File: src/rtl/qau_pkg.sv
// ----------------------------------------------------------------------------
// qau_pkg: shared types and codes of the quaternion arithmetic unit
// Operation codes, the control word handed to the result stage and the
// status flags that travel with every result item.
// ----------------------------------------------------------------------------
`default_nettype none

package qau_pkg;

  localparam int unsigned OP_W  = 4;
  localparam int unsigned ROW_W = 2;

  // Index of the final matrix row.
  localparam logic [ROW_W-1:0] ROW_LAST = 2'd2;

  typedef enum logic [OP_W-1:0] {
    OP_ADD    = 4'd0,
    OP_SUB    = 4'd1,
    OP_MUL    = 4'd2,
    OP_MULVEC = 4'd3,
    OP_SCALE  = 4'd4,
    OP_NEGATE = 4'd5,
    OP_CONJ   = 4'd6,
    OP_DOT    = 4'd7,
    OP_EQUAL  = 4'd8,
    OP_MATRIX = 4'd9
  } qau_op_e;

  typedef struct packed {
    logic [OP_W-1:0]  op;
    logic [ROW_W-1:0] row;
  } qau_ctl_t;

  typedef struct packed {
    logic equal_flag;
    logic overflow;
    logic last_result;
  } qau_flags_t;

endpackage

`default_nettype wire

File: src/rtl/qau_form.sv
// ----------------------------------------------------------------------------
// qau_form: result forming
// Sums the registered products or operands per lane, rounds product sums,
// saturates every component and builds the result flags.
// ----------------------------------------------------------------------------
`default_nettype none

module qau_form #(
  parameter int unsigned DATA_WIDTH = 16,
  parameter int unsigned FRAC_BITS  = 12
) (
  input  wire qau_pkg::qau_ctl_t                ctl_i,
  input  wire logic signed [DATA_WIDTH-1:0]     a_i [4],
  input  wire logic signed [DATA_WIDTH-1:0]     b_i [4],
  input  wire logic signed [2*DATA_WIDTH-1:0]   p_i [16],
  output logic signed [DATA_WIDTH-1:0]          res_o [4],
  output qau_pkg::qau_flags_t                   flags_o
);
  import qau_pkg::*;

  localparam int unsigned W      = DATA_WIDTH;
  localparam int unsigned ACC_A  = 2 * W + 3;
  localparam int unsigned ACC_B  = 2 * FRAC_BITS + 2;
  localparam int unsigned ACC_W  = (ACC_A > ACC_B) ? ACC_A : ACC_B;

  localparam logic signed [ACC_W-1:0] SAT_HI = {{(ACC_W-W+1){1'b0}}, {(W-1){1'b1}}};
  localparam logic signed [ACC_W-1:0] SAT_LO = ~SAT_HI;
  localparam logic signed [ACC_W-1:0] HALF   = ACC_W'(1) << (FRAC_BITS - 1);
  localparam logic signed [ACC_W-1:0] ONE    = ACC_W'(1) << (2 * FRAC_BITS);

  // Saturate to W bits; the top bit of the result marks a clipped value.
  function automatic logic [W:0] sat_fn(input logic signed [ACC_W-1:0] v);
    logic [W:0] r;
    if (v > SAT_HI) begin
      r = {1'b1, SAT_HI[W-1:0]};
    end else if (v < SAT_LO) begin
      r = {1'b1, SAT_LO[W-1:0]};
    end else begin
      r = {1'b0, v[W-1:0]};
    end
    return r;
  endfunction

  logic signed [ACC_W-1:0] pe  [16];
  logic signed [ACC_W-1:0] ae  [4];
  logic signed [ACC_W-1:0] be  [4];
  logic signed [ACC_W-1:0] s   [4];
  logic signed [ACC_W-1:0] v   [4];
  logic [W:0]              r   [4];
  logic                    rnd_en;
  logic                    eq;
  logic                    ovf;

  always_comb begin
    for (int i = 0; i < 16; i++) begin
      pe[i] = ACC_W'(p_i[i]);
    end
    for (int i = 0; i < 4; i++) begin
      ae[i] = ACC_W'(a_i[i]);
      be[i] = ACC_W'(b_i[i]);
    end
  end

  always_comb begin
    s      = '{default: '0};
    rnd_en = 1'b0;
    eq     = 1'b0;
    unique case (ctl_i.op) inside
      OP_ADD: begin
        for (int i = 0; i < 4; i++) s[i] = ae[i] + be[i];
      end
      OP_SUB: begin
        for (int i = 0; i < 4; i++) s[i] = ae[i] - be[i];
      end
      OP_MUL, OP_MULVEC: begin
        rnd_en = 1'b1;
        s[0] = pe[0] - pe[1] - pe[2] - pe[3];
        s[1] = pe[4] + pe[5] + pe[6] - pe[7];
        s[2] = pe[8] + pe[9] + pe[10] - pe[11];
        s[3] = pe[12] + pe[13] + pe[14] - pe[15];
      end
      OP_SCALE: begin
        rnd_en = 1'b1;
        for (int i = 0; i < 4; i++) s[i] = pe[i];
      end
      OP_NEGATE: begin
        for (int i = 0; i < 4; i++) s[i] = -ae[i];
      end
      OP_CONJ: begin
        s[0] = ae[0];
        for (int i = 1; i < 4; i++) s[i] = -ae[i];
      end
      OP_DOT: begin
        rnd_en = 1'b1;
        s[0] = pe[0] + pe[1] + pe[2] + pe[3];
      end
      OP_EQUAL: begin
        eq = (a_i[0] == b_i[0]) && (a_i[1] == b_i[1]) &&
             (a_i[2] == b_i[2]) && (a_i[3] == b_i[3]);
      end
      OP_MATRIX: begin
        // Lanes hold xx, yy, zz, xy, xz, yz, wx, wy and wz; each is doubled.
        rnd_en = 1'b1;
        unique case (ctl_i.row)
          2'd0: begin
            s[1] = ONE - ((pe[2] + pe[3]) <<< 1);
            s[2] = (pe[14] - pe[13]) <<< 1;
            s[3] = (pe[11] + pe[9]) <<< 1;
          end
          2'd1: begin
            s[1] = (pe[14] + pe[13]) <<< 1;
            s[2] = ONE - ((pe[1] + pe[3]) <<< 1);
            s[3] = (pe[6] - pe[5]) <<< 1;
          end
          ROW_LAST: begin
            s[1] = (pe[11] - pe[9]) <<< 1;
            s[2] = (pe[6] + pe[5]) <<< 1;
            s[3] = ONE - ((pe[1] + pe[2]) <<< 1);
          end
          default: begin
          end
        endcase
      end
      default: begin
      end
    endcase
  end

  always_comb begin
    ovf = 1'b0;
    for (int i = 0; i < 4; i++) begin
      v[i]     = rnd_en ? ((s[i] + HALF) >>> FRAC_BITS) : s[i];
      r[i]     = sat_fn(v[i]);
      res_o[i] = r[i][W-1:0];
      ovf      = ovf | r[i][W];
    end
  end

  always_comb begin
    flags_o.equal_flag  = eq;
    flags_o.overflow    = ovf;
    flags_o.last_result = (ctl_i.op == OP_MATRIX) ? (ctl_i.row == ROW_LAST) : 1'b1;
  end

endmodule

`default_nettype wire

File: config.mk
export PLATFORM = sky130hd
export DESIGN_NAME = qau_form
export DESIGN_NICKNAME = d
export VERILOG_FILES = /design/src/rtl/qau_pkg.sv /design/src/rtl/qau_form.sv
export SDC_FILE = /design/constraint.sdc
export NUM_CORES = 2
export LEC_CHECK = 0
export BUFFER_PORTS_ARGS = -buffer_cell sky130_fd_sc_hd__buf_2
export CORE_MARGIN = 2
export CORE_UTILIZATION = 51
export DETAILED_ROUTE_END_ITERATION = 16
export MAX_ROUTING_LAYER = met4
export PLACE_DENSITY = 0.72
export SLEW_MARGIN = 20
export SYNTH_ARGS = -nofsm -noshare
export SYNTH_HDL_FRONTEND = slang
export SYNTH_SLANG_ARGS = --single-unit
File: constraint.sdc
create_clock -name vclk -period 8.2
set_input_delay 0.41 -clock vclk [all_inputs]
set_output_delay 0.41 -clock vclk [all_outputs]
set_load 0.02 [all_outputs]
==> flow_summary.yaml <==
drt:
  top_layer: "met4"
  routed_wl_um: 297000
  first_pass_iters: 9
  wl_met2_um: 124000
  drtAntennaViolNets: 0
  drt-met1-wl_um: 99400
  via_count: 67711
  wl_met3_um: 41700
  drcViolationCount: 0
  drt_iter0_markers: 10226
  wl_per_cell_um: 30.7
  vias_per_cell: 7.02
worst_setup_path:
  crit_type: "input pin to output pin"
  path_max_fanout: 9
  start_kind: "input pin"
  endpoint_kind: "output pin"
  cp.arrival_ns: 7.75
  worstPathRequired_ns: 7.79
  crit_start: "p_i[434]"
timing:
  worst_slew_pin_slew_ns: 1.28
  slew_violations: 0
  setup_ws_ns: 0.0357
  rsz0062_at_grt: "yes"
  fmax_mhz: 122
  fin_tns_setup_ns: 0
  setup_violations: 0
  finalHoldViolations: 0
  slew_headroom_pct: 13.6
  min_period_ns: 8.16
  period_share_pct: 99.6
die:
  core_um2: 102000
  initial_utilization_pct: 51.4
  die_area_um2: 105000
  num_io_pins: 713
  fp-row-count: 117
  dieWidth_um: 324
  fp.dieH_um: 324
logic_synthesis:
  yosys-mux-area-fraction_pct: 1.42
  syn_area_um2: 52300
  yosysTopAreaCellShare_pct: 15.2
  synth_cells: 7625
  yosys.area_share.adder_pct: 27.4
  synthSimpleGateAreaFrac_pct: 22.6
  synth_compound_area_share_pct: 31.6
  synth_seq_area_share_pct: 0
  synth_area_leaders: "ha_1 15%, fa_1 12%, inv_1 6.9%"
  synthXorXnorAreaFrac_pct: 7.43
  ys_warn_count: 0
  syn_nets: 9225
  avgSynthCellArea_um2: 6.86
  synth_top_area_cell: "ha_1"
  synth_top_family_by_area: "compound AO/OA/AOI/OAI gates"
  ys_types: 109
layout:
  fillers: 10003
  regArea_um2: 0
  design.seq.count: 0
  clockBufferCount: 0
  drive_gt1_share_pct: 13.4
  multi_input_area_um2: 47500
  syn2layout_area_growth_pct: 11.8
  final_nets: 9830
grt:
  grt_util_all_layers_pct: 54.7
  gr-total-overflow: 0
  antenna_found_initial: 50
  grt_max_degree: 78
  grt_pass1_vias: 63883
  grt_pass1_wl_um: 418000
placed_design:
  gp_congestion: 1.19
  pre_cts_ws_ns: 0.0587
  port_buffers: 713
  post-dp-hpwl_um: 251000
job:
  drv_cap: 0
worst_hold_path:
  hp-class: "input pin to output pin"
  hp-start: "b_i[32]"
status:
  outcome: "finished, final reports clean"
worst max-delay path: stages:
cell and delay, ns:
buf_2 0.31, inv_1 0.14, ha_1 0.52, nand4_1 0.24, nor3_1 0.34, a21boi_0 0.65, o31ai_1 0.18, a32oi_1 0.56
and3_1 0.40, a41oi_2 0.29, mux2_2 0.38, o211ai_1 0.23, and2_1 0.24, nand2_1 0.12, or3_1 0.38, a31oi_1 0.21
or3b_1 0.43, o41a_4 0.58, or3b_4 0.47, or4_1 0.47, buf_2 0.19
placed cells by master (no fill, tap or decap), drive strengths merged, types with 91 or more instances in the layout:
master,n
and3,91
o21ai,426
xnor2,292
o31ai,98
nor3,203
inv,956
a21o,160
ha,635
fa,319
nand3,203
o21bai,92
nand2,562
nor2b,95
buf,962
a21oi,695
nand4,133
nor2,564
a31oi,97
a211oi,106
xor2,152
synthesized netlist by cell type (26+ instances only):
library cell,count
inv_1,956
and3_1,91
a21boi_0,29
fa_1,319
buf_2,29
a21oi_1,694
clkbuf_1,305
or2_2,44
a22oi_1,45
or4_1,30
mux2i_1,61
o21bai_1,92
nor2b_1,95
nand2_1,562
xor2_1,152
nor4_1,86
o22ai_1,59
a2111oi_0,26
o2111ai_1,31
a221oi_1,72
nand2b_1,86
a211oi_1,105
nor3_1,201
nand3_1,202
and2_1,56
o31ai_1,98
o221ai_1,31
a211o_1,33
a31oi_1,97
o21a_1,63
o21ai_0,407
a221o_1,37
xnor2_1,292
nand4_1,133
nor2_1,563
o211ai_1,81
and4_1,28
or3_1,74
ha_1,635
nor3b_1,28
a222oi_1,27
a21o_1,160
layout make-up:
cell class | count | area share (%)
antenna | 51 | 0.218
inverter | 959 | 6.15
tap | 1368 | 2.93
multi-input combinational | 6307 | 81.2
timing repair buffer | 962 | 9.51
routing by layer:
| layer | GRT usage [%] | vias to the layer above |
|---|---|---|
| li1 | - | 28737 |
| met1 | 59.4 | 31770 |
| met2 | 81.7 | 5478 |
| met3 | 17.4 | 1726 |
| met4 | 44.9 | 0 |
| met5 | - | - |
final timing paths:
check | endpoint | slack (ns) | cells after the start
worst max-delay path | flags_o[1] | 0.04 | 21
worst min-delay path | flags_o[2] | 1.57 | 7
through the flow:
| step | instance area [um2] | instances | utilization, % | hold slack, ns |
|---|---|---|---|---|
| 2_1_floorplan | 52300 | 7625 | - | 1.21 |
| 6_report | 58500 | 9647 | 57.5 | 1.57 |
| 3_5_place_dp | 58300 | 9595 | 57.3 | 1.56 |
| 4_1_cts | 58300 | 9595 | 57.3 | 1.55 |
| 3_3_place_gp | 58300 | 9595 | 57.3 | 1.55 |
| 5_1_grt | 58500 | 9640 | 57.5 | 1.62 |
what timing repair did:
item / 4_1_cts / 5_1_grt
hold buffers: 0 / 0
endpoints found under the setup margin: 0 / 31
setup buffers: 0 / 1
resized for setup: 0 / 22
logic make-up (layout without fill, tap and decap cells):
group | after synthesis | after routing
AO/OA/AOI/OAI | 2475 | 2475
XOR/XNOR | 444 | 444
buffers and inverters | 1318 | 1921
AND/OR/NAND/NOR | 2361 | 2361
adder cells (fa/ha/maj) | 954 | 954
multiplexers | 73 | 73
other | 0 | 51
